[src/rtl/core/brb_pkg.sv]
// Package for the byte ring buffer: field widths, default sizes, operation
// and status codes, controller states and the count record type.
// No dependencies.
`timescale 1ns / 1ps
`default_nettype none

package brb_pkg;

  localparam int unsigned SLOTS_DEF   = 1024;
  localparam int unsigned MAX_RUN_DEF = 64;

  localparam int unsigned OPCODE_W    = 3;
  localparam int unsigned BYTE_W      = 8;
  localparam int unsigned COUNT_W     = 7;
  localparam int unsigned FIELD_W     = 10;
  localparam int unsigned STATUS_W    = 2;
  localparam int unsigned IN_DATA_W   = 16;
  localparam int unsigned OUT_DATA_W  = 48;

  typedef enum logic [OPCODE_W-1:0] {
    OP_ENQUEUE = 3'd0,
    OP_DEQUEUE = 3'd1,
    OP_PEEK    = 3'd2,
    OP_SKIP    = 3'd3,
    OP_CLEAR   = 3'd4,
    OP_STATUS  = 3'd5
  } op_e;

  typedef enum logic [STATUS_W-1:0] {
    ST_OK       = 2'd0,
    ST_REJECT   = 2'd1,
    ST_OVERFLOW = 2'd2
  } status_e;

  typedef enum logic [2:0] {
    S_IDLE = 3'b001,
    S_RUN  = 3'b010,
    S_ADV  = 3'b100
  } state_e;

  typedef struct packed {
    logic [FIELD_W-1:0] read_span;
    logic [FIELD_W-1:0] write_span;
    logic [FIELD_W-1:0] free_count;
    logic [FIELD_W-1:0] used_count;
  } counts_t;

endpackage

`default_nettype wire

[src/rtl/core/brb_counts.sv]
// Fill level and contiguous span calculation from a write and a read position.
// Depends on brb_pkg.
`timescale 1ns / 1ps
`default_nettype none

module brb_counts #(
  parameter int unsigned SLOTS = brb_pkg::SLOTS_DEF,
  localparam int unsigned IW   = $clog2(SLOTS),
  localparam int unsigned CW   = IW + 1
) (
  input  wire logic [IW-1:0]   wr_idx_i,
  input  wire logic [IW-1:0]   rd_idx_i,
  output logic      [CW-1:0]   used_o,
  output brb_pkg::counts_t     counts_o
);
  import brb_pkg::*;

  localparam logic [CW-1:0] SlotsC = CW'(SLOTS);

  logic [CW-1:0] w_ext;
  logic [CW-1:0] r_ext;
  logic [CW-1:0] used;
  logic [CW-1:0] free;
  logic [CW-1:0] wspan;
  logic [CW-1:0] rspan;
  logic          no_wrap;

  logic [CW+FIELD_W-1:0] used_x;
  logic [CW+FIELD_W-1:0] free_x;
  logic [CW+FIELD_W-1:0] wspan_x;
  logic [CW+FIELD_W-1:0] rspan_x;

  assign w_ext   = {1'b0, wr_idx_i};
  assign r_ext   = {1'b0, rd_idx_i};
  assign no_wrap = (rd_idx_i <= wr_idx_i);

  always_comb begin
    if (no_wrap) begin
      used  = w_ext - r_ext;
      rspan = w_ext - r_ext;
      if (rd_idx_i == '0) begin
        wspan = SlotsC - 1'b1 - w_ext;
      end else begin
        wspan = SlotsC - w_ext;
      end
    end else begin
      used  = SlotsC + w_ext - r_ext;
      rspan = SlotsC - r_ext;
      wspan = r_ext - 1'b1 - w_ext;
    end
    free = SlotsC - 1'b1 - used;
  end

  assign used_x  = {{FIELD_W{1'b0}}, used};
  assign free_x  = {{FIELD_W{1'b0}}, free};
  assign wspan_x = {{FIELD_W{1'b0}}, wspan};
  assign rspan_x = {{FIELD_W{1'b0}}, rspan};

  assign used_o              = used;
  assign counts_o.used_count = used_x[FIELD_W-1:0];
  assign counts_o.free_count = free_x[FIELD_W-1:0];
  assign counts_o.write_span = wspan_x[FIELD_W-1:0];
  assign counts_o.read_span  = rspan_x[FIELD_W-1:0];

endmodule

`default_nettype wire

[src/rtl/core/brb_ctrl.sv]
// Controller of the byte ring buffer: positions, run sequencer, skip wrap
// loop and the output register. Drives the byte store through its RAM ports.
// Depends on brb_pkg and brb_counts.
`timescale 1ns / 1ps
`default_nettype none

module brb_ctrl #(
  parameter int unsigned SLOTS   = brb_pkg::SLOTS_DEF,
  parameter int unsigned MAX_RUN = brb_pkg::MAX_RUN_DEF,
  localparam int unsigned IW     = $clog2(SLOTS)
) (
  input  wire logic                           clk_i,
  input  wire logic                           rst_ni,
  input  wire logic                           in_valid_i,
  output logic                                in_ready_o,
  input  wire logic [brb_pkg::OPCODE_W-1:0]   in_op_i,
  input  wire logic [brb_pkg::BYTE_W-1:0]     in_byte_i,
  input  wire logic [brb_pkg::COUNT_W-1:0]    in_count_i,
  output logic                                out_valid_o,
  input  wire logic                           out_ready_i,
  output logic      [brb_pkg::BYTE_W-1:0]     out_byte_o,
  output logic                                out_last_o,
  output logic      [brb_pkg::STATUS_W-1:0]   out_status_o,
  output brb_pkg::counts_t                    out_counts_o,
  output logic                                ram_we_o,
  output logic      [IW-1:0]                  ram_waddr_o,
  output logic      [brb_pkg::BYTE_W-1:0]     ram_wdata_o,
  output logic                                ram_re_o,
  output logic      [IW-1:0]                  ram_raddr_o,
  input  wire logic [brb_pkg::BYTE_W-1:0]     ram_rdata_i
);
  import brb_pkg::*;

  localparam int unsigned CW = IW + 1;
  localparam int unsigned AW = ((IW > COUNT_W) ? IW : COUNT_W) + 1;

  localparam logic [AW-1:0]      SlotsA  = AW'(SLOTS);
  localparam logic [IW-1:0]      LastIdx = IW'(SLOTS - 1);
  localparam logic [CW-1:0]      FullC   = CW'(SLOTS - 1);
  localparam logic [COUNT_W-1:0] MaxRunC = COUNT_W'(MAX_RUN);

  function automatic logic [IW-1:0] inc_idx(input logic [IW-1:0] idx);
    return (idx == LastIdx) ? '0 : idx + 1'b1;
  endfunction

  state_e             state_q, state_d;
  logic [IW-1:0]      wr_q, wr_d;
  logic [IW-1:0]      rd_q, rd_d;
  logic [IW-1:0]      fetch_q, fetch_d;
  logic [COUNT_W-1:0] remain_q, remain_d;
  logic               pend_q, pend_d;
  logic [AW-1:0]      acc_q, acc_d;

  logic               ovalid_q;
  logic [BYTE_W-1:0]  obyte_q;
  logic               olast_q;
  status_e            ostat_q;
  counts_t            ocnt_q;

  logic               load;
  logic [BYTE_W-1:0]  ld_byte;
  logic               ld_last;
  status_e            ld_stat;

  logic               out_free;
  logic               accept;
  logic               consume;
  logic               issue;
  op_e                op;
  logic [CW-1:0]      used_cur;
  logic [CW-1:0]      used_nxt_unused;
  counts_t            cnt_cur_unused;
  counts_t            cnt_nxt;
  logic [AW-1:0]      sum_raw;
  logic [AW-1:0]      sum_red;
  logic               run_bad;
  logic               full;

  brb_counts #(.SLOTS(SLOTS)) u_counts_cur (
    .wr_idx_i (wr_q),
    .rd_idx_i (rd_q),
    .used_o   (used_cur),
    .counts_o (cnt_cur_unused)
  );

  brb_counts #(.SLOTS(SLOTS)) u_counts_nxt (
    .wr_idx_i (wr_d),
    .rd_idx_i (rd_d),
    .used_o   (used_nxt_unused),
    .counts_o (cnt_nxt)
  );

  assign out_free   = !ovalid_q || out_ready_i;
  assign in_ready_o = (state_q == S_IDLE) && out_free;
  assign accept     = in_valid_i && in_ready_o;
  assign op         = op_e'(in_op_i);

  assign sum_raw = AW'(rd_q) + AW'(in_count_i);
  assign sum_red = (sum_raw >= SlotsA) ? sum_raw - SlotsA : sum_raw;
  assign full    = (used_cur == FullC);
  assign run_bad = (in_count_i == '0) || (in_count_i > MaxRunC)
                || (AW'(in_count_i) > AW'(used_cur));

  assign consume = (state_q == S_RUN) && pend_q && out_free;
  assign issue   = (state_q == S_RUN) && (remain_q != '0) && (!pend_q || consume);

  assign ram_waddr_o = wr_q;
  assign ram_wdata_o = in_byte_i;

  always_comb begin
    state_d     = state_q;
    wr_d        = wr_q;
    rd_d        = rd_q;
    fetch_d     = fetch_q;
    remain_d    = remain_q;
    pend_d      = pend_q;
    acc_d       = acc_q;
    ram_we_o    = 1'b0;
    ram_re_o    = 1'b0;
    ram_raddr_o = fetch_q;
    load        = 1'b0;
    ld_byte     = '0;
    ld_last     = 1'b1;
    ld_stat     = ST_OK;
    unique case (state_q)
      S_IDLE: begin
        ram_raddr_o = rd_q;
        if (accept) begin
          unique case (op)
            OP_ENQUEUE: begin
              load = 1'b1;
              if (full) begin
                ld_stat = ST_OVERFLOW;
              end else begin
                ram_we_o = 1'b1;
                wr_d     = inc_idx(wr_q);
              end
            end
            OP_DEQUEUE, OP_PEEK: begin
              if (run_bad) begin
                load    = 1'b1;
                ld_stat = ST_REJECT;
              end else begin
                ram_re_o = 1'b1;
                fetch_d  = inc_idx(rd_q);
                remain_d = in_count_i - 1'b1;
                pend_d   = 1'b1;
                state_d  = S_RUN;
                if (op == OP_DEQUEUE) begin
                  rd_d = sum_red[IW-1:0];
                end
              end
            end
            OP_SKIP: begin
              acc_d   = sum_raw;
              state_d = S_ADV;
            end
            OP_CLEAR: begin
              load = 1'b1;
              wr_d = '0;
              rd_d = '0;
            end
            default: begin
              load = 1'b1;
            end
          endcase
        end
      end
      S_RUN: begin
        if (issue) begin
          ram_re_o = 1'b1;
          fetch_d  = inc_idx(fetch_q);
          remain_d = remain_q - 1'b1;
          pend_d   = 1'b1;
        end else if (consume) begin
          pend_d = 1'b0;
        end
        if (consume) begin
          load    = 1'b1;
          ld_byte = ram_rdata_i;
          ld_last = (remain_q == '0);
          if (remain_q == '0) begin
            state_d = S_IDLE;
          end
        end
      end
      S_ADV: begin
        if (acc_q >= SlotsA) begin
          acc_d = acc_q - SlotsA;
        end else if (out_free) begin
          rd_d    = acc_q[IW-1:0];
          load    = 1'b1;
          state_d = S_IDLE;
        end
      end
      default: begin
        state_d = S_IDLE;
      end
    endcase
  end

  always_ff @(posedge clk_i or negedge rst_ni) begin
    if (!rst_ni) begin
      state_q  <= S_IDLE;
      wr_q     <= '0;
      rd_q     <= '0;
      fetch_q  <= '0;
      remain_q <= '0;
      pend_q   <= 1'b0;
      acc_q    <= '0;
      ovalid_q <= 1'b0;
    end else begin
      state_q  <= state_d;
      wr_q     <= wr_d;
      rd_q     <= rd_d;
      fetch_q  <= fetch_d;
      remain_q <= remain_d;
      pend_q   <= pend_d;
      acc_q    <= acc_d;
      if (load) begin
        ovalid_q <= 1'b1;
      end else if (out_ready_i) begin
        ovalid_q <= 1'b0;
      end
    end
  end

  always_ff @(posedge clk_i) begin
    if (load) begin
      obyte_q <= ld_byte;
      olast_q <= ld_last;
      ostat_q <= ld_stat;
      ocnt_q  <= cnt_nxt;
    end
  end

  assign out_valid_o  = ovalid_q;
  assign out_byte_o   = obyte_q;
  assign out_last_o   = olast_q;
  assign out_status_o = ostat_q;
  assign out_counts_o = ocnt_q;

endmodule

`default_nettype wire

[config.mk]
export PLATFORM = sky130hd
export DESIGN_NAME = brb_ctrl
export DESIGN_NICKNAME = d
export VERILOG_FILES = /design/src/rtl/core/brb_pkg.sv /design/src/rtl/core/brb_counts.sv /design/src/rtl/core/brb_ctrl.sv
export SDC_FILE = /design/constraint.sdc
export NUM_CORES = 1
export LEC_CHECK = 0
export BUFFER_PORTS_ARGS = -buffer_cell sky130_fd_sc_hd__buf_2
export CORE_MARGIN = 3
export CORE_UTILIZATION = 45
export DETAILED_ROUTE_END_ITERATION = 10
export PLACE_DENSITY = 0.66
export SLEW_MARGIN = 10
export SYNTH_ARGS = -nofsm -noshare
export SYNTH_HDL_FRONTEND = slang
export SYNTH_SLANG_ARGS = --single-unit
[constraint.sdc]
create_clock -name clk_i -period 8.8 [get_ports clk_i]
set_clock_uncertainty 0.2 [all_clocks]
set_input_delay 0.88 -clock clk_i [delete_from_list [all_inputs] [get_ports clk_i]]
set_output_delay 0.88 -clock clk_i [all_outputs]
set_load 0.02 [all_outputs]
==> key figures, run 1 <==
Die
  – Die area: 19,460 µm²
  – Core Rows: 48
  – Starting Density: 46.20%
  – Ports: 113
  – Height of the die: 139.5 µm
  – Core area: 17,360 µm²
  – Chip Width: 139.5 µm

Timing
  – Setup TNS Final: 0 ns
  – FMAX: 141.3 MHz
  – Worst-margin pin slew: 0.7673 ns
  – Endpoints failing setup: 0
  – Headroom to the max-slew limit: 48.61%
  – Max-slew violation count: 0
  – Final Hold Viols: 0
  – RSZ-0062 raised after global routing: false
  – Final Cycle Share: 80.44%
  – Minimum clock period after layout: 7.079 ns

Yosys
  – FF+latch count, synth: 104
  – Synth Cell Area: 8019 µm²
  – List of most frequent post-synthesis cells: nand2_1, o21ai_0, inv_1, nor2_1, a21oi_1
  – Largest area contributor in the netlist: edfxtp_1
  – Synth Warn #: 0
  – Most numerous cell in the Yosys netlist: nand2_1
  – Mean post-synth cell area: 9.000 µm²
  – Sequential cell area fraction in the yosys report: 35.65%
  – Post-synth top area share: 19.10%
  – Post-Syn Instances: 891
  – Yosys cell types: 99
  – Total nets after synthesis: 974
  – Synth top area cells: edfxtp_1, dfrtp_1, ha_1
  – Post-synth EDFFs: 51
  – Primary FF master, synth: dfrtp_1
  – Synth async-reset ratio: 50.96%

Placement
  – PortBufs: 96
  – Inst Count DP: 1,175
  – Post-DP HPWL: 16.68 mm
  – RePlAce Congestion: 0.9474

Global route
  – GRT overflow: 0
  – Largest net degree at the start of global routing: 54
  – First-pass GRT wire length: 35.69 mm
  – Initial antenna violation count: 0
  – Vias in the first global route: 6,519
  – Tot GR Track Use: 22.69%

Finish
  – # fillers: 1,610
  – Area occupied by multi-input gates: 4721 µm²
  – Inserted Diodes: 0
  – Nets@finish: 1,044
  – Area grow syn2layout: 11.19%
  – Final cell count without fillers: 1,191
  – Register area: 2859 µm²
  – Layout cells sized above 1: 16.98%

Clocking
  – Clock buffer depth: 2
  – Worst-Skew Late Latency: 0.36 ns
  – Clk slew on worst S/H paths: 0.07 ns
  – Clock root cell: clkbuf_16
  – CTS tree: built
  – Clock Sinks: 104
  – Cts repair resizes: 0
  – Setup bufs post-CTS: 0
  – Htree depth: 3
  – Clock buffer count from CTS: 9
  – Cts-stage hold buffer count: 0

Flow run
  – Max-Cap Viols: 0

Drt
  – Total wire length: 22.16 mm
  – DRT iter0 DRCs: 618
  – Antenna Nets Post-Route: 0
  – Vias/cell: 5.855
  – Vias: 6,973
  – # DRC: 0
  – Drt pass-1 iters: 5
  – WL/cell: 18.60 µm

Power and ir drop
  – Max VDD drop: 188.8 µV
  – Power per Cell Area: 319.9 nW/µm²
  – Leakage Power: 3.891 nW

Critical path
  – Worst EP arrival: 6.98 ns
  – WS Path Type: flop to flop
  – FF-to-FF setup slack: 1.72 ns
  – Crit start category: flop
  – Worst-path maximum fanout: 30
  – Critical Path Sink Type: flop
  – Req. time, crit path: 8.70 ns
  – Cells on worst reg2reg path: 27

Outcome
  – Status: complete, no violations

Worst hold path
  – Hold path cells: 2
  – Worst Hold Class: flop to flop
[worst paths after layout]
path	end	start
setup / recovery	out_counts_o[24]	rd_q[0]
hold / removal	acc_q[7]	acc_q[7]
setup reg to reg	out_counts_o[24]	rd_q[0]
hold reg to reg	acc_q[7]	acc_q[7]
max in group asynchronous	rd_q[3]	rst_ni
min in group asynchronous	fetch_q[8]	rst_ni
[power breakdown]
| group | switching (mW) | total (mW) | internal, mW | leakage, nW |
|---|---|---|---|---|
| clock network | 0.197 | 0.393 | 0.195 | 0.136 |
| logic | 1.01 | 1.59 | 0.582 | 2.60 |
| registers | 0.109 | 0.869 | 0.759 | 1.15 |
| total | 1.32 | 2.85 | 1.54 | 3.89 |
[through the flow]
step | hold slack, ns | cell area [µm²] | util [%] | setup WS (ns) | power, mW
detailed placement | 0.2704 | 8637 | 49.76 | 1.857 | 2.449
global route | 0.3126 | 8916 | 51.37 | 1.230 | 3.049
finish | 0.2920 | 8916 | 51.37 | 1.721 | 2.852
floorplan | 0.2446 | 8019 | - | 2.362 | 2.028
global placement | 0.2624 | 8637 | 49.76 | 2.043 | 2.434
CTS | 0.2922 | 8916 | 51.37 | 1.808 | 2.850
[critical path, stage by stage, from the launching register on]
cell	delay [ns]
dfrtp_1	0.56
ha_1	0.26
inv_1	0.06
fa_1	0.41
a211oi_2	0.34
nor4b_1	0.12
nor3_2	0.31
ha_1	0.32
and3_1	0.21
a32oi_1	0.14
o21ai_0	0.15
or3_4	0.39
o31ai_4	0.38
nor2_1	0.11
a222oi_1	0.52
inv_1	0.17
ha_1	0.24
inv_1	0.09
fa_1	0.21
a21o_1	0.13
a21oi_1	0.11
o31ai_1	0.22
nor2_1	0.10
o21ai_0	0.22
a21oi_2	0.10
buf_4	0.24
o41ai_2	0.37
xnor2_1	0.13
[cells in the final DEF (no fill, tap or decap), types with 4 or more instances in the layout]
cell	instances
inv_1	61
buf_2	96
a22o_1	5
nor2_1	61
xor2_1	16
mux2i_1	16
o211ai_1	7
a21o_1	11
edfxtp_1	51
nand2_1	88
and3_1	18
fa_1	4
dfrtp_1	52
and2_1	17
a21oi_1	52
o21a_1	5
nor3_1	24
nand3_1	23
o21ai_0	62
nor4_1	6
o2111ai_1	5
o22ai_1	5
o21ai_1	8
a31oi_1	9
ha_1	49
nand4_1	6
a22oi_1	7
o21bai_1	8
nor2b_1	5
nand2b_1	12
o31ai_1	6
clkbuf_16	9
xnor2_1	40
or4_1	5
nor3b_1	7
buf_4	7
[layer usage]
layer | routed length [µm] | up-vias | track usage [%]
met5 | 0 | - | 0
met4 | 471 | 0 | 6.437
met3 | 1433 | 35 | 3.608
met2 | 9866 | 247 | 34.78
met1 | 10390 | 3327 | 33.29
li1 | - | 3364 | -
[area by class of cell]
cell class / instances / share of cell area (%)
multi-input combinational: 679 / 52.95
sequential: 104 / 32.07
timing repair buffer: 103 / 5.978
tap: 225 / 3.157
inverter: 64 / 2.722
clock buffer: 9 / 2.526
clock inverter: 7 / 0.6034
[registers in the layout, indices dropped and copies added, names as in the netlist]
register / flops
ram_waddr_o: 10
out_last_o: 1
out_status_o: 2
fetch_q: 10
state_q: 3
pend_q: 1
rd_q: 10
acc_q: 11
out_valid_o: 1
out_counts_o: 40
remain_q: 7
out_byte_o: 8
[kinds of logic (layout without fill, tap and decap cells)]
| group | Yosys count | in the layout | synth area share, % |
|---|---|---|---|
| compound gates | 238 | 238 | 20.80 |
| xor+xnor | 57 | 57 | 6.319 |
| fa+ha+maj | 54 | 54 | 8.769 |
| buf+inv | 108 | 183 | 5.601 |
| flops | 104 | 104 | 35.65 |
| mux | 20 | 20 | 2.606 |
| simple gates | 310 | 310 | 20.25 |
No activity file was read; power rests on OpenSTA's default activity.
==> run 2, diff against run 1 <==
--- a/config.mk
+++ b/config.mk
@@ -9,7 +9,7 @@
 export CORE_MARGIN = 3
 export CORE_UTILIZATION = 45
 export DETAILED_ROUTE_END_ITERATION = 10
-export PLACE_DENSITY = 0.66
+export PLACE_DENSITY = 0.69
 export SLEW_MARGIN = 10
 export SYNTH_ARGS = -nofsm -noshare
 export SYNTH_HDL_FRONTEND = slang
==> constraint.sdc (replaced) <==
create_clock -name clk_i -period 6.1 [get_ports clk_i]
set_clock_uncertainty 0.2 [all_clocks]
set_input_delay 0.61 -clock clk_i [delete_from_list [all_inputs] [get_ports clk_i]]
set_output_delay 0.61 -clock clk_i [all_outputs]
set_load 0.02 [all_outputs]
==> run 2 against run 1 <==
Design area up 7.8%. Setup slack got worse by 1.7 ns. Largest cell class unchanged. Non-clock buffer count rose by 61. The run now ends with negative setup slack left. Sequential power is 40% higher. Clock power increased by 44%. Critical endpoint is now out_counts_o[35]. Utilization rose by 4.0 points. Critical path depth is 1 higher. Worst hold slack worse by 0.093 ns. Die area did not move. Power rose by 63%. Via count rose by 6.0%.
==> key figures, run 2 (synthesis gave the netlist of run 1 again) <==
Drt
  – Vias: 7,390 (was 6,973)
  – Met3 WL post-DR: 1.683 mm (was 1.433 mm)
  – Vias/cell: 5.903 (was 5.855)
  – M1 wire length: 10.80 mm (was 10.39 mm)
  – DR top layer: met4 (unchanged)
  – Drt pass-1 iters: 5 (unchanged)
  – Met2 wire length: 10.97 mm (was 9.866 mm)
  – Total wire length: 23.95 mm (was 22.16 mm)
  – Antenna Nets Post-Route: 0 (unchanged)
  – WL/cell: 19.13 µm (was 18.60 µm)
  – # DRC: 0 (unchanged)
  – DRT iter0 DRCs: 535 (was 618)

Die
  – Ports: 113 (unchanged)
  – Starting Density: 46.20% (unchanged)
  – Die area: 19,460 µm² (unchanged)
  – Core area: 17,360 µm² (unchanged)
  – Core Rows: 48 (unchanged)
  – Chip Width: 139.5 µm (unchanged)
  – Height of the die: 139.5 µm (unchanged)

Clocking
  – Clock buffer count from CTS: 9 (unchanged)
  – Htree depth: 3 (unchanged)
  – Clock buffer depth: 2 (unchanged)
  – Worst-Skew Late Latency: 0.37 ns (was 0.36 ns)
  – Clock root cell: clkbuf_16 (unchanged)
  – Clock Sinks: 104 (unchanged)
  – CTS tree: built (unchanged)
  – Cts-stage hold buffer count: 0 (unchanged)
  – Clk slew on worst S/H paths: 0.07 ns (about the same)

Flow run
  – Max-Cap Viols: 0 (unchanged)

Outcome
  – Failing checks: negative setup slack
  – Status: complete, but fails checks (was complete, no violations)

Global route
  – GRT overflow: 0 (unchanged)
  – Initial antenna violation count: 0 (unchanged)
  – Vias in the first global route: 6,748 (was 6,519)
  – Largest net degree at the start of global routing: 54 (unchanged)
  – First-pass GRT wire length: 36.87 mm (was 35.69 mm)
  – Tot GR Track Use: 23.70% (was 22.69%)

Finish
  – Most common library cell in the layout ignoring fill and taps: buf_2 (unchanged)
  – Most frequent cells in the layout: buf_2, nand2_1, inv_1, nor2_1, buf_4 (was buf_2, nand2_1, o21ai_0)
  – Register area: 2860 µm² (was 2859 µm²)
  – Layout cells sized above 1: 24.73% (was 16.98%)
  – Nets@finish: 1,105 (was 1,044)
  – Max reg flops: 40 (unchanged)
  – Inserted Diodes: 0 (unchanged)
  – Final cell count without fillers: 1,252 (was 1,191)
  – Area grow syn2layout: 19.83% (was 11.19%)
  – Area occupied by multi-input gates: 4866 µm² (was 4721 µm²)
  – # fillers: 1,571 (was 1,610)

Timing
  – FMAX: 163.8 MHz (was 141.3 MHz)
  – Final WS setup: -0.005254 ns (was 1.721 ns)
  – RSZ-0062 raised after global routing: true (was false)
  – Worst-margin pin slew: 0.8944 ns (was 0.7673 ns)
  – Minimum clock period after layout: 6.105 ns (was 7.079 ns)
  – Final Hold Viols: 0 (unchanged)
  – Worst hold margin: 0.1991 ns (was 0.2920 ns)
  – Max-slew violation count: 0 (unchanged)
  – Headroom to the max-slew limit: 40.11% (was 48.61%)
  – Final Cycle Share: 100.1% (was 80.44%)
  – Endpoints failing setup: 1 (was 0)

Critical path
  – Top delay family on crit path: compound AO/OA/AOI/OAI gates (unchanged)
  – Slowest cell on crit path: dfrtp_2 (was dfrtp_1)
  – Worst R2R Start: ram_waddr_o[0] (was rd_q[0])
  – FF-to-FF setup slack: -0.005 ns (was 1.72 ns)
  – Worst-path maximum fanout: 7 (was 30)
  – Worst EP arrival: 6.01 ns (was 6.98 ns)
  – Req. time, crit path: 6.01 ns (was 8.70 ns)
  – Largest stage delay on the critical path: 0.41 ns (was 0.56 ns)
  – WS Path Type: flop to flop (unchanged)
  – Cells on worst reg2reg path: 28 (was 27)
  – CP bufs+invs: 7 (was 4)
  – Critical Path Sink Type: flop (unchanged)
  – RR Endpoint: out_counts_o[35] (was out_counts_o[24])
  – Crit start category: flop (unchanged)

Placement
  – RePlAce Congestion: 0.9792 (was 0.9474)
  – Post-DP HPWL: 18.01 mm (was 16.68 mm)
  – Inst Count DP: 1,224 (was 1,175)
  – PortBufs: 96 (unchanged)

Power and ir drop
  – Leakage Power: 4.229 nW (was 3.891 nW)
  – Power per Cell Area: 483.6 nW/µm² (was 319.9 nW/µm²)
  – Max VDD drop: 370.3 µV (was 188.8 µV)

Worst hold path
  – Worst Hold Class: input port to async pin (was flop to flop)
[run 2: changes by cell type in the layout (fill, tap and decap cells not counted), moves of 4 or more]
cell / change
buf_4: +51
a21oi_2: +4
o21ai_0: -7
buf_6: +5
a21oi_1: -6
o21ai_2: +7
[run 2: power by group]
part           internal [mW]  total [mW]  switching (mW)
clock                  0.280       0.565           0.285
sequential              1.10        1.22           0.127
combinational           1.19        2.86            1.67
total                   2.56        4.65            2.08
[run 2: layer usage]
metal	track usage [%]	up-vias
li1	-	3484
met4	6.746	0
met5	0	-
met3	3.986	37
met1	33.97	3547
met2	37.15	322
[run 2: how the worst max path moves through the flow]
stage,from,slack (ns),end,cells after the start
finish,ram_waddr_o[0],-0.005,out_counts_o[35],28
global route,ram_waddr_o[0],-0.23,out_counts_o[29],28
CTS,ram_waddr_o[0],0.003,out_counts_o[39],30
detailed placement,ram_waddr_o[0],-0.07,out_counts_o[28],28
global placement,ram_waddr_o[0],0.05,out_counts_o[28],28
floorplan,ram_waddr_o[0],0.001,out_counts_o[37],26
[run 2: cell type report]
type / instances / share of cell area [%]
tap: 225 / 2.930
clock buffer: 10 / 2.383
multi-input combinational: 679 / 50.64
inverter: 64 / 2.552
timing repair buffer: 164 / 11.26
sequential: 104 / 29.77
clock inverter: 6 / 0.4687
[run 2: per-stage QoR]
stage | setup WS, ns | setup TNS, ns | power, mW | area (µm²) | util (%)
global route | -0.2259 | -3.672 | 4.931 | 9609 | 55.36
global placement | 0.04892 | 0 | 3.659 | 9044 | 52.11
finish | -0.005254 | -0.005254 | 4.647 | 9609 | 55.36
CTS | 0.002871 | 0 | 4.292 | 9340 | 53.81
floorplan | 0.001386 | 0 | 2.958 | 8049 | -
detailed placement | -0.07427 | -0.1417 | 3.692 | 9044 | 52.11
[run 2: repair_timing]
item                                   in CTS  in global routing
setup buffers                               2                  7
setup endpoints to repair                   6                 22
endpoints found under the hold margin       0                  0
cloned                                      0                  3
pin swaps                                   2                 26
gates resized for setup                     1                 41
